==> src/skc_pkg.sv <==
// Package for the SPI keyboard controller: widths, request codes and scan tables.
// No dependencies.
`timescale 1ns / 1ps
`default_nettype none
package skc_pkg;

   localparam int COLUMNS     = 16;
   localparam int QUEUE_DEPTH = 128;

   typedef enum logic [2:0] {
      REQ_EXCHANGE = 3'd0,
      REQ_OUT_EN   = 3'd1,
      REQ_BUTTON   = 3'd2,
      REQ_KEY      = 3'd3,
      REQ_IRQ_POLL = 3'd4
   } req_code_type;

   localparam logic [7:0] OE_REPLY   = 8'haa;
   localparam logic [7:0] COUNT_FLAG = 8'h40;

   // Scan code of a button; codes with bit 7 set touch no matrix bit.
   function automatic logic [7:0] button_code(input logic [5:0] id);
      logic [7:0] c;
      case (id)
         6'd0:  c = 8'hff; 6'd1:  c = 8'h0f; 6'd2:  c = 8'h70; 6'd3:  c = 8'h12;
         6'd4:  c = 8'h4e; 6'd5:  c = 8'h5e; 6'd6:  c = 8'h60; 6'd7:  c = 8'h53;
         6'd8:  c = 8'h4c; 6'd9:  c = 8'h4d; 6'd10: c = 8'h0d; 6'd11: c = 8'h1d;
         6'd12: c = 8'h1e; 6'd13: c = 8'h17; 6'd14: c = 8'h05; 6'd15: c = 8'h45;
         6'd16: c = 8'h4e; 6'd17: c = 8'h5e; 6'd18: c = 8'h60; 6'd19: c = 8'h53;
         6'd20: c = 8'h33; 6'd21: c = 8'h62; 6'd22: c = 8'h41; 6'd23: c = 8'h40;
         6'd24: c = 8'h66; 6'd25: c = 8'h0c; 6'd26: c = 8'h73;
         default: c = 8'h00;
      endcase
      return c;
   endfunction

   localparam logic [7:0] CHAR_TABLE [128] = '{
      8'h00, 8'h00, 8'h00, 8'h00, 8'h00, 8'h00, 8'h00, 8'h00,
      8'h0e, 8'h0b, 8'h6e, 8'h00, 8'h00, 8'h6e, 8'h00, 8'h00,
      8'h00, 8'h00, 8'h00, 8'h00, 8'h00, 8'h00, 8'h00, 8'h00,
      8'h00, 8'h00, 8'h00, 8'h73, 8'h72, 8'h71, 8'h70, 8'h12,
      8'h7e, 8'h5b, 8'h14, 8'h5d, 8'h5a, 8'h4a, 8'h58, 8'h14,
      8'h55, 8'h54, 8'h57, 8'h47, 8'h67, 8'h44, 8'h65, 8'h74,
      8'h54, 8'h5b, 8'h5c, 8'h5d, 8'h5a, 8'h4a, 8'h48, 8'h58,
      8'h57, 8'h55, 8'h24, 8'h24, 8'h67, 8'h47, 8'h65, 8'h74,
      8'h5c, 8'h2b, 8'h7a, 8'h6d, 8'h2d, 8'h3d, 8'h2a, 8'h1a,
      8'h18, 8'h37, 8'h28, 8'h27, 8'h25, 8'h68, 8'h78, 8'h35,
      8'h34, 8'h3b, 8'h3a, 8'h2c, 8'h0a, 8'h38, 8'h6a, 8'h3c,
      8'h6c, 8'h08, 8'h6b, 8'h04, 8'h2e, 8'h07, 8'h48, 8'h44,
      8'h4b, 8'h2b, 8'h7a, 8'h6d, 8'h2d, 8'h3d, 8'h2a, 8'h1a,
      8'h18, 8'h37, 8'h28, 8'h27, 8'h25, 8'h68, 8'h78, 8'h35,
      8'h34, 8'h3b, 8'h3a, 8'h2c, 8'h0a, 8'h38, 8'h6a, 8'h3c,
      8'h6c, 8'h08, 8'h6b, 8'h04, 8'h2e, 8'h07, 8'h4b, 8'h00
   };

   function automatic logic [7:0] char_code(input logic [7:0] ch);
      return ch[7] ? 8'h00 : CHAR_TABLE[ch[6:0]];
   endfunction

   localparam logic [7:0] CMD_TEXT [8] = '{
      8'h47, 8'h65, 8'h74, 8'h20, 8'h56, 8'h65, 8'h72, 8'h21
   };
   localparam logic [7:0] VER_TEXT [4] = '{8'h30, 8'h36, 8'h2e, 8'h38};

endpackage
`default_nettype wire

==> src/skc_version_match.sv <==
// Version command matcher: tracks "Get Ver!" and plays back the version reply.
// Depends on skc_pkg.
`timescale 1ns / 1ps
`default_nettype none
module skc_version_match (
   input  wire logic       clock,
   input  wire logic       reset,
   input  wire logic       step,
   input  wire logic [7:0] cmd,
   output logic            replying,
   output logic [7:0]      reply_byte
);
   logic [3:0] match_pos_ff, match_pos_in;
   logic [2:0] reply_pos_ff, reply_pos_in;
   logic       in_reply_ff, in_reply_in;

   assign replying = in_reply_ff;

   // Advance the matcher or the reply pointer
   always_comb begin
      match_pos_in = match_pos_ff;
      reply_pos_in = reply_pos_ff;
      in_reply_in  = in_reply_ff;
      reply_byte   = 8'h00;
      if (in_reply_ff) begin
         reply_byte   = skc_pkg::VER_TEXT[reply_pos_ff[1:0]];
         reply_pos_in = reply_pos_ff + 3'd1;
         if (reply_pos_in >= 3'd4) begin
            match_pos_in = 4'd0;
            reply_pos_in = 3'd0;
            in_reply_in  = 1'b0;
         end
      end else if (skc_pkg::CMD_TEXT[match_pos_ff[2:0]] == cmd) begin
         match_pos_in = match_pos_ff + 4'd1;
         if (match_pos_in >= 4'd8) begin
            in_reply_in  = 1'b1;
            reply_pos_in = 3'd0;
         end
      end else begin
         match_pos_in = 4'd0;
      end
   end

   always_ff @(posedge clock) begin
      if (reset) begin
         match_pos_ff <= '0;
         reply_pos_ff <= '0;
         in_reply_ff  <= 1'b0;
      end else if (step) begin
         match_pos_ff <= match_pos_in;
         reply_pos_ff <= reply_pos_in;
         in_reply_ff  <= in_reply_in;
      end
   end
endmodule
`default_nettype wire

==> src/spi_keyboard_controller_core.sv <==
// SPI keyboard controller top level: request decode, key matrix, scan sequencer, queue.
// Depends on skc_pkg and skc_version_match.
//
// Usage: raise start with a req_ transaction while busy is low. The block
// answers each transaction with one rsp_ transaction, rsp_valid high for
// one cycle. Most requests pass the decode state on the way to the answer.
// An exchange that triggers an event scan passes the button state (if a
// button is posted) and the key state, then walks the 128 matrix bits one
// per cycle through a single bit test/queue-write unit. A scan byte read
// from the queue memory passes the decode and read states. busy stays high
// from acceptance until the answer cycle ends. The receiver cannot stall:
// the answer is shown once and taken. Reset clears the matrix, slots, pointers and
// flags; the scan queue memory is not cleared (it is only read below its fill count).
`timescale 1ns / 1ps
`default_nettype none
module spi_keyboard_controller_core #(
   parameter int COLUMNS     = skc_pkg::COLUMNS,
   parameter int QUEUE_DEPTH = skc_pkg::QUEUE_DEPTH
) (
   input  wire logic        clock,
   input  wire logic        reset,
   input  wire logic        start,
   output logic             busy,
   input  wire logic [2:0]  req_type,
   input  wire logic [15:0] req_spi_word,
   input  wire logic [5:0]  req_button_id,
   input  wire logic        req_button_down,
   input  wire logic [7:0]  req_key_char,
   input  wire logic        req_key_shift,
   input  wire logic        req_key_control,
   output logic             rsp_valid,
   output logic [7:0]       rsp_read_data,
   output logic             rsp_irq_request
);
   localparam int CW = $clog2(COLUMNS);
   localparam int QW = $clog2(QUEUE_DEPTH);

   typedef enum logic [6:0] {
      ST_IDLE   = 7'b0000001,
      ST_DECODE = 7'b0000010,
      ST_BUTTON = 7'b0000100,
      ST_KEY    = 7'b0001000,
      ST_SCAN   = 7'b0010000,
      ST_READ   = 7'b0100000,
      ST_DONE   = 7'b1000000
   } state_type;

   state_type state_ff, state_in;

   logic [7:0]  pressed_ff [COLUMNS];
   logic [7:0]  latched_ff [COLUMNS];
   logic [7:0]  queue_mem [QUEUE_DEPTH];
   logic [7:0]  queue_rd_ff;
   logic [7:0]  fill_ff, read_ff;
   logic        pending_ff, sticky_ff, oe_ff, key_busy_ff, blocked_ff;
   logic        btn_valid_ff, btn_down_ff;
   logic [5:0]  btn_id_ff;
   logic        key_valid_ff, key_ctl_ff, key_sh_ff;
   logic [7:0]  key_ch_ff;
   logic [2:0]  rq_type_ff;
   logic [15:0] rq_word_ff;
   logic [CW+2:0] scan_ff;
   logic [7:0]  data_ff;
   logic        irq_ff;

   logic       ver_step, ver_replying;
   logic [7:0] ver_byte;

   skc_version_match u_match (
      .clock      (clock),
      .reset      (reset),
      .step       (ver_step),
      .cmd        (rq_word_ff[7:0]),
      .replying   (ver_replying),
      .reply_byte (ver_byte)
   );

   wire logic accept = start && !busy;
   assign busy            = (state_ff != ST_IDLE);
   assign rsp_valid       = (state_ff == ST_DONE);
   assign rsp_read_data   = data_ff;
   assign rsp_irq_request = irq_ff;

   wire logic is_xchg  = (rq_type_ff == skc_pkg::REQ_EXCHANGE);
   wire logic oe_path  = is_xchg && oe_ff;
   wire logic ver_path = is_xchg && !oe_ff && (rq_word_ff != 16'h0 || ver_replying);
   wire logic rd_path  = is_xchg && !oe_ff && !ver_path && fill_ff != 8'h0;
   wire logic scn_path = is_xchg && !oe_ff && !ver_path && fill_ff == 8'h0;
   assign ver_step = (state_ff == ST_DECODE) && ver_path;

   // Scan walker fields: column high, bit low
   wire logic [CW-1:0] sc_col = scan_ff[CW+2:3];
   wire logic [2:0]    sc_bit = scan_ff[2:0];
   wire logic          sc_hit = pressed_ff[sc_col][sc_bit];

   // Key post decode
   wire logic [7:0]    kcode = skc_pkg::char_code(key_ch_ff);
   wire logic [CW-1:0] kcol  = kcode[CW-1:0];
   wire logic [7:0]    kmask = 8'h01 << kcode[6:4];
   wire logic [7:0]    bcode = skc_pkg::button_code(btn_id_ff);

   // Sequence the transaction
   always_comb begin
      state_in = state_ff;
      unique case (state_ff)
         ST_IDLE:   if (accept) state_in = ST_DECODE;
         ST_DECODE: begin
            if (scn_path) state_in = btn_valid_ff ? ST_BUTTON : ST_KEY;
            else if (rd_path) state_in = ST_READ;
            else state_in = ST_DONE;
         end
         ST_BUTTON: state_in = ST_KEY;
         ST_KEY:    state_in = ST_SCAN;
         ST_SCAN:   if (&scan_ff) state_in = ST_DONE;
         ST_READ:   state_in = ST_DONE;
         ST_DONE:   state_in = ST_IDLE;
         default:   state_in = ST_IDLE;
      endcase
   end

   always_ff @(posedge clock) begin
      if (reset) state_ff <= ST_IDLE;
      else       state_ff <= state_in;
   end

   // Read the queue memory; write each pressed bit found during the scan
   always_ff @(posedge clock) begin
      queue_rd_ff <= queue_mem[read_ff[QW-1:0]];
      if (state_ff == ST_SCAN && sc_hit)
         queue_mem[fill_ff[QW-1:0]] <= {1'b0, sc_bit, sc_col};
   end

   // Hold request, update matrix, slots and flags
   always_ff @(posedge clock) begin
      if (accept) begin
         rq_type_ff <= req_type;
         rq_word_ff <= req_spi_word;
      end
      if (reset) begin
         for (int c = 0; c < COLUMNS; c++) begin
            pressed_ff[c] <= 8'h0;
            latched_ff[c] <= 8'h0;
         end
         fill_ff <= 8'h0; read_ff <= 8'h0;
         pending_ff <= 1'b0; sticky_ff <= 1'b0; oe_ff <= 1'b0;
         key_busy_ff <= 1'b0; blocked_ff <= 1'b0;
         btn_valid_ff <= 1'b0; btn_down_ff <= 1'b0; btn_id_ff <= 6'd0;
         key_valid_ff <= 1'b0; key_ctl_ff <= 1'b0; key_sh_ff <= 1'b0;
         key_ch_ff <= 8'h0;
         scan_ff <= '0; data_ff <= 8'h0; irq_ff <= 1'b0;
      end else begin
         unique case (state_ff)
            ST_IDLE: begin
               if (accept) begin
                  data_ff <= 8'h0;
                  irq_ff  <= 1'b0;
                  case (req_type)
                     skc_pkg::REQ_OUT_EN: oe_ff <= 1'b1;
                     skc_pkg::REQ_BUTTON: begin
                        btn_valid_ff <= 1'b1;
                        btn_id_ff    <= req_button_id;
                        btn_down_ff  <= req_button_down;
                     end
                     skc_pkg::REQ_KEY: begin
                        key_valid_ff <= 1'b1;
                        key_ch_ff    <= req_key_char;
                        key_sh_ff    <= req_key_shift;
                        key_ctl_ff   <= req_key_control;
                     end
                     skc_pkg::REQ_IRQ_POLL: begin
                        if (!pending_ff) begin
                           pending_ff <= btn_valid_ff || (key_valid_ff && !key_ctl_ff);
                           irq_ff <= btn_valid_ff || (key_valid_ff && !key_ctl_ff);
                        end else begin
                           irq_ff <= 1'b1;
                        end
                     end
                     default: ;
                  endcase
               end
            end
            ST_DECODE: begin
               if (oe_path) begin
                  fill_ff <= 8'h0; read_ff <= 8'h0; oe_ff <= 1'b0;
                  data_ff <= skc_pkg::OE_REPLY;
               end else if (ver_path) begin
                  fill_ff <= 8'h0; read_ff <= 8'h0;
                  data_ff <= ver_byte;
               end else if (scn_path) begin
                  blocked_ff  <= key_busy_ff;
                  key_busy_ff <= 1'b0;
                  scan_ff     <= '0;
               end
            end
            ST_BUTTON: begin
               btn_valid_ff <= 1'b0;
               if (btn_id_ff == 6'd27 || btn_id_ff == 6'd28 || btn_id_ff == 6'd29) begin
                  if (btn_down_ff) begin
                     if (btn_id_ff == 6'd27) begin
                        pressed_ff[4'hb][7] <= !pressed_ff[4'hb][7];
                        latched_ff[4'hb][7] <= !pressed_ff[4'hb][7];
                     end else if (btn_id_ff == 6'd28) begin
                        pressed_ff[4'h6][4] <= !pressed_ff[4'h6][4];
                        latched_ff[4'h6][4] <= !pressed_ff[4'h6][4];
                     end else begin
                        pressed_ff[4'h3][1] <= !pressed_ff[4'h3][1];
                        latched_ff[4'h3][1] <= !pressed_ff[4'h3][1];
                     end
                  end
               end else if (btn_id_ff == 6'd30 || btn_id_ff == 6'd31) begin
                  if (btn_down_ff) begin
                     if (btn_id_ff == 6'd30) begin
                        pressed_ff[4'h9][0] <= !pressed_ff[4'h9][0];
                        latched_ff[4'h9][0] <= !pressed_ff[4'h9][0];
                        sticky_ff           <= !pressed_ff[4'h9][0];
                     end else begin
                        pressed_ff[4'h9][6] <= !pressed_ff[4'h9][6];
                        latched_ff[4'h9][6] <= !pressed_ff[4'h9][6];
                        sticky_ff           <= !pressed_ff[4'h9][6];
                     end
                  end
               end else if (btn_id_ff == 6'd32) begin
                  if (btn_down_ff) begin
                     pressed_ff[4'hb][7] <= 1'b0; latched_ff[4'hb][7] <= 1'b0;
                     pressed_ff[4'h6][4] <= 1'b0; latched_ff[4'h6][4] <= 1'b0;
                     pressed_ff[4'h9][6] <= 1'b0; latched_ff[4'h9][6] <= 1'b0;
                     pressed_ff[4'h9][0] <= 1'b0; latched_ff[4'h9][0] <= 1'b0;
                     pressed_ff[4'h3][1] <= 1'b0; latched_ff[4'h3][1] <= 1'b0;
                  end
               end else begin
                  if (!bcode[7]) begin
                     pressed_ff[bcode[3:0]][bcode[6:4]] <= btn_down_ff;
                     latched_ff[bcode[3:0]][bcode[6:4]] <= btn_down_ff;
                  end
                  // Up and down arrows also drive the alt bit
                  if (bcode == 8'h12 || bcode == 8'h70) begin
                     pressed_ff[4'h6][4] <= btn_down_ff;
                     latched_ff[4'h6][4] <= btn_down_ff;
                  end
               end
            end
            ST_KEY: begin
               if (key_valid_ff && !key_ctl_ff && !blocked_ff
                   && (pressed_ff[kcol] & kmask) == 8'h0) begin
                  key_valid_ff <= 1'b0;
                  key_busy_ff  <= 1'b1;
                  if (!sticky_ff) begin
                     for (int c = 0; c < COLUMNS; c++) begin
                        if (c == 9) begin
                           pressed_ff[c] <= ((pressed_ff[c] & 8'hfe) | {7'h0, key_sh_ff})
                                            | ((kcol == CW'(c)) ? kmask : 8'h0);
                           latched_ff[c] <= latched_ff[c] & 8'hfe
                                            & ((kcol == CW'(c)) ? ~kmask : 8'hff);
                        end else if (kcol == CW'(c)) begin
                           pressed_ff[c] <= pressed_ff[c] | kmask;
                           latched_ff[c] <= latched_ff[c] & ~kmask;
                        end
                     end
                  end else begin
                     pressed_ff[kcol] <= pressed_ff[kcol] | kmask;
                     latched_ff[kcol] <= latched_ff[kcol] & ~kmask;
                  end
               end
               fill_ff <= 8'h0;
            end
            ST_SCAN: begin
               // Queue one pressed bit per cycle, drop unlatched bits
               if (sc_hit) begin
                  fill_ff <= fill_ff + 8'd1;
                  if (!latched_ff[sc_col][sc_bit]) pressed_ff[sc_col][sc_bit] <= 1'b0;
               end
               scan_ff <= scan_ff + 1'b1;
               if (&scan_ff) begin
                  read_ff    <= 8'h0;
                  pending_ff <= 1'b0;
                  data_ff    <= (fill_ff + {7'h0, sc_hit} == 8'h0) ? 8'h0
                                : ((fill_ff + {7'h0, sc_hit}) | skc_pkg::COUNT_FLAG);
               end
            end
            ST_READ: begin
               data_ff <= queue_rd_ff;
               if (read_ff + 8'd1 == fill_ff) begin
                  fill_ff <= 8'h0; read_ff <= 8'h0;
               end else begin
                  read_ff <= read_ff + 8'd1;
               end
            end
            ST_DONE: ;
            default: ;
         endcase
      end
   end

`ifndef SYNTHESIS
   // An answer is followed by idle; queue reads stay below the fill count, which stays within the depth
   a_done_after_busy: assert property (@(posedge clock) disable iff (reset)
      rsp_valid |=> !busy) else $error("answer not followed by idle");
   a_read_below_fill: assert property (@(posedge clock) disable iff (reset)
      (state_ff == ST_READ) |-> (read_ff < fill_ff)) else $error("queue read past fill");
   a_fill_bound: assert property (@(posedge clock) disable iff (reset)
      fill_ff <= 8'(QUEUE_DEPTH)) else $error("queue overfill");
`endif
endmodule
`default_nettype wire

==> config.mk <==
export PLATFORM = sky130hd
export DESIGN_NAME = spi_keyboard_controller_core
export DESIGN_NICKNAME = d
export VERILOG_FILES = /design/src/skc_pkg.sv /design/src/skc_version_match.sv /design/src/spi_keyboard_controller_core.sv
export SDC_FILE = /design/constraint.sdc
export NUM_CORES = 2
export LEC_CHECK = 0
export ABC_AREA = 1
export BUFFER_PORTS_ARGS = -buffer_cell sky130_fd_sc_hd__buf_2
export CORE_ASPECT_RATIO = 1.2
export CORE_MARGIN = 3
export CORE_UTILIZATION = 45
export CTS_CLUSTER_SIZE = 12
export DETAILED_ROUTE_END_ITERATION = 16
export PLACE_DENSITY = 0.63
export SLEW_MARGIN = 20
export SYNTH_ARGS = -nofsm -noshare
export SYNTH_HDL_FRONTEND = slang
export SYNTH_SLANG_ARGS = --single-unit
==> constraint.sdc <==
create_clock -name clock -period 4.4 [get_ports clock]
set_input_delay 0.22 -clock clock [delete_from_list [all_inputs] [get_ports clock]]
set_output_delay 0.22 -clock clock [all_outputs]
set_load 0.01 [all_outputs]
==> key figures <==
Worst setup path
  • CP Capture Type: register
  • CP Max Fanout: slightly above 70
  • Worst EP required: roughly 5 ns
  • Crit path arrival time: 4.91 ns
  • Worst setup SP type: register
  • R2R setup slack: -0.002 ns
  • Kind of critical path: register to register

Synthesis
  • Simple-Gate Fraction of Synth Area: 18.1%
  • Mapped Nets: 6495
  • Top FF cell, synth: edfxtp_1
  • Cell taking the most area after synthesis: edfxtp_1
  • Main combinational cell family by area after synthesis: simple AND/OR/NAND/NOR gates
  • Adder-cell share of the synthesized area: less than 1%
  • Avg Cell Area, Syn: between 9 and 10 sq um
  • EDFF count, synth: 1171
  • Seq/Total Area, Yosys: 60.4%
  • Synth Area in XOR/XNOR: 0.229%
  • Synth area leaders: edfxtp_1, o21ai_0, nand2_1
  • Cells after synthesis: between 6000 and 7000
  • Async S/R FF share, synth: 0%
  • Post-Syn Area: between 60000 and 70000 sq um
  • YS warnings: 0
  • Synth unique cells: 65
  • Post-synth top area share: between 50% and 60%
  • Compound-Gate Fraction of Synth Area: ~16%
  • Mux cell area share after synthesis: less than 1%
  • FF+latch count, synth: 1261

Detailed routing
  • Pre-Repair DR Iteration Count: 7
  • Total number of vias: roughly 53000
  • Vias per inst: 6.11
  • Wire per inst: between 20 and 30 microns
  • Initial DRC Count: 6287
  • DRC: 0
  • DRT antenna net count: 0
  • DRT Wirelength: approximately 220 mm

Floorplan
  • Die area: 141000 sq um
  • Std cell rows: approximately 150
  • Top Ports: 50
  • Die height: between 400 and 500 microns
  • Initial core utilization: a little under half
  • DIE WIDTH: roughly 340 microns
  • Core area: between 100000 and 150000 sq um

Cells and area
  • Register area: ~37000 sq um
  • Final Non-Filler Cells: around 8600
  • Total Nets Final: a little under 7000
  • Area occupied by multi-input gates: around 22000 sq um
  • Share of cells above drive strength 1: 14.1%
  • Growth of design area from synthesis to finish: 17.4%
  • Filler cell count: approximately 12000
  • Post-route cell area: 71900 sq um

Place
  • Total instance count after detailed placement: ~8300
  • Dpl hpwl: roughly 140 mm
  • Number of port buffers: 49
  • Routability congestion estimate: a little over 1
  • Area post-placement: 66200 sq um

Run
  • Max-Cap Viols: 0

Clock network
  • CTS root buf: clkbuf_16
  • Clock transition at the registers of the reported paths: roughly 0.070 ns
  • Longest Clk Path Bufs: 3
  • CTS Buf Count: about 140
  • CTS tree: yes
  • Clock sinks: ~1300
  • H-tree depth: 4
  • Later-pin clock latency in the skew report: approximately 0.80 ns

Timing
  • Pins Over Slew Limit: 0
  • Final Hold Vio Count: 0
  • Hold_ws: roughly 0.15 ns
  • Setup Skew: between 0.04 and 0.05 ns
  • Setup violators final: 1
  • Relative slew slack: around 27%
  • Slew @ Worst Pin: approximately 1.1 ns
  • Setup slack after layout: -0.00193 ns
  • Max Clk Rate: approximately 0.23 GHz
  • Period minus WS final: 4.40 ns
  • Period utilisation layout: 100%
  • Setup_tns: -0.00193 ns

Pwr
  • Sequential power share: 49.4%
  • VDD IR max: approximately 0.00037 V
  • Sw frac: around a quarter
  • Static Leakage: ~0.025 uW
  • Cell Int Power: about 20000 uW
  • Net Switching: 6780 uW
  • Final total power: 27000 uW
  • Power density over the cells: 375 nW/um^2
  • Clock share of power: about two fifths
  • Comb pwr share: 10.1%

Worst hold path
  • Hold crit path type: primary input to register

Outcome
  • Failing checks: negative setup slack
  • Status: complete, but fails checks

Global routing
  • First-pass GRT wire length: roughly 320 mm
  • Total grt overflow: 0
  • Initial antenna violation count: 5
  • Largest net degree at the start of global routing: around 200
  • Total track usage: 30.5%
  • Vias in the first global route: around 50000
[worst paths after layout]
path / from / endpoint / cells past startpoint
setup / recovery: register / pressed_ff[11][3] / 20
hold / removal: req_spi_word[13] / rq_word_ff[13] / 2
setup reg to reg: register / pressed_ff[11][3] / 20
hold reg to reg: rsp_read_data[2] / rsp_read_data[2] / 2
[power groups by stage]
| stage | logic [uW] | clock network, uW | registers (uW) |
|---|---|---|---|
| floorplan | 1230 | 0 | 13500 |
| global placement | 2370 | 0 | 13600 |
| detailed placement | 2380 | 0 | 13600 |
| CTS | 2430 | 11000 | 13300 |
| global route | 2840 | 11500 | 13300 |
| finish | 2720 | 10900 | 13300 |
[per-stage QoR]
step           util [%]  setup WS, ns
2_1_floorplan         -         0.276
3_3_place_gp       49.2        -0.266
3_5_place_dp       49.2        -0.252
5_1_grt            53.4       -0.0725
6_report           53.4      -0.00193
4_1_cts            52.7        0.0223
[cell families (layout without fill, tap and decap cells)]
logic type,count (synthesis),in the layout
mux,3,3
buf+inv,710,1092
flops,1261,1261
other cells,0,3
fa+ha+maj,27,27
xor+xnor,16,16
simple gates,2645,2648
compound gates,1767,1767
[synth_stat cells, types with 9 or more instances]
| cell type | number |
|---|---|
| edfxtp_1 | 1171 |
| nand2_1 | 1038 |
| nor2_1 | 976 |
| o21ai_0 | 923 |
| nand3_1 | 423 |
| clkbuf_1 | 317 |
| o22ai_1 | 305 |
| inv_1 | 259 |
| o21ai_1 | 182 |
| a21oi_1 | 164 |
| dfxtp_1 | 90 |
| o221ai_1 | 65 |
| buf_2 | 61 |
| nor3_1 | 56 |
| nand4_1 | 48 |
| o211ai_1 | 32 |
| nor2_2 | 29 |
| inv_2 | 28 |
| ha_1 | 27 |
| buf_1 | 21 |
| nand2_2 | 21 |
| nor2_4 | 18 |
| a211oi_1 | 17 |
| nor4_1 | 14 |
| a31oi_1 | 12 |
| buf_4 | 10 |
| xor2_1 | 10 |
| o32ai_1 | 9 |
[critical path: stages (launching register included)]
cell      delay, ns
dfxtp_4        0.43
buf_16         0.28
a21oi_1        0.11
o21ai_0        0.07
o21ai_0        0.10
o211ai_1       0.42
a21boi_0       0.17
nor4_1         0.52
buf_4          0.21
nand2_1        0.16
buf_4          0.20
and3_1         0.15
nand3_1        0.10
buf_4          0.16
nand3_1        0.10
nand2_1        0.12
nand2_2        0.10
inv_2          0.17
buf_4          0.27
nand3_1        0.14
nand2_1        0.09
[layer usage]
layer  track usage, %  wire, microns
met5                0             13
met4             16.2          13300
met3             6.06          20100
met2             50.2         106000
met1             37.8          82300
[layout make-up]
| type | count | area share, % |
|---|---|---|
| Clock inverter | 38 | 0.536 |
| Inverter | 296 | 1.59 |
| Antenna cell | 3 | 0.0104 |
| Sequential cell | 1261 | 51.5 |
| Multi-Input combinational cell | 4461 | 30.6 |
| Timing Repair Buffer | 569 | 7.40 |
| Tap cell | 1788 | 3.11 |
| Clock buffer | 189 | 5.23 |
[state kept, by name, summed over array words and instances (netlist names), 3 cells and up, named ones only]
name and cells:
rq_type_ff 3, queue_mem 896, rq_word_ff 16, fill_ff 8, u_match.match_pos_ff 4, btn_id_ff 6, state_ff 7, latched_ff 128
pressed_ff 128, rsp_read_data 8, u_match.reply_pos_ff 3, key_ch_ff 8, scan_ff 7, queue_rd_ff 7, read_ff 8
[repair_timing]
item / CTS / global route
pin swaps: 3 / 37
hold endpoints to repair: 58 / 1
resized for setup: 21 / 149
hold buffers: 37 / 1
gates cloned: 1 / 13
buffers inserted: 4 / 20
endpoints found under the setup margin: 229 / 520
[placed cells by master, fill, tap and decap left out, types with 16 or more instances in the layout]
cell type / count
edfxtp_1: 1171
nand2_1: 1009
nor2_1: 959
o21ai_0: 914
nand3_1: 394
buf_4: 390
o22ai_1: 305
inv_1: 248
o21ai_1: 178
a21oi_1: 158
clkbuf_16: 147
dfxtp_1: 74
buf_12: 66
o221ai_1: 65
nor3_1: 51
nand4_1: 48
buf_2: 48
nand2_2: 46
clkbuf_1: 42
nor2_2: 40
dlygate4sd3_1: 38
o211ai_1: 32
inv_2: 29
nand3_2: 27
nor2_4: 25
ha_1: 20
clkinv_1: 18
a211oi_1: 17
buf_6: 16
Note: power is estimated with default switching activity, not from simulation.
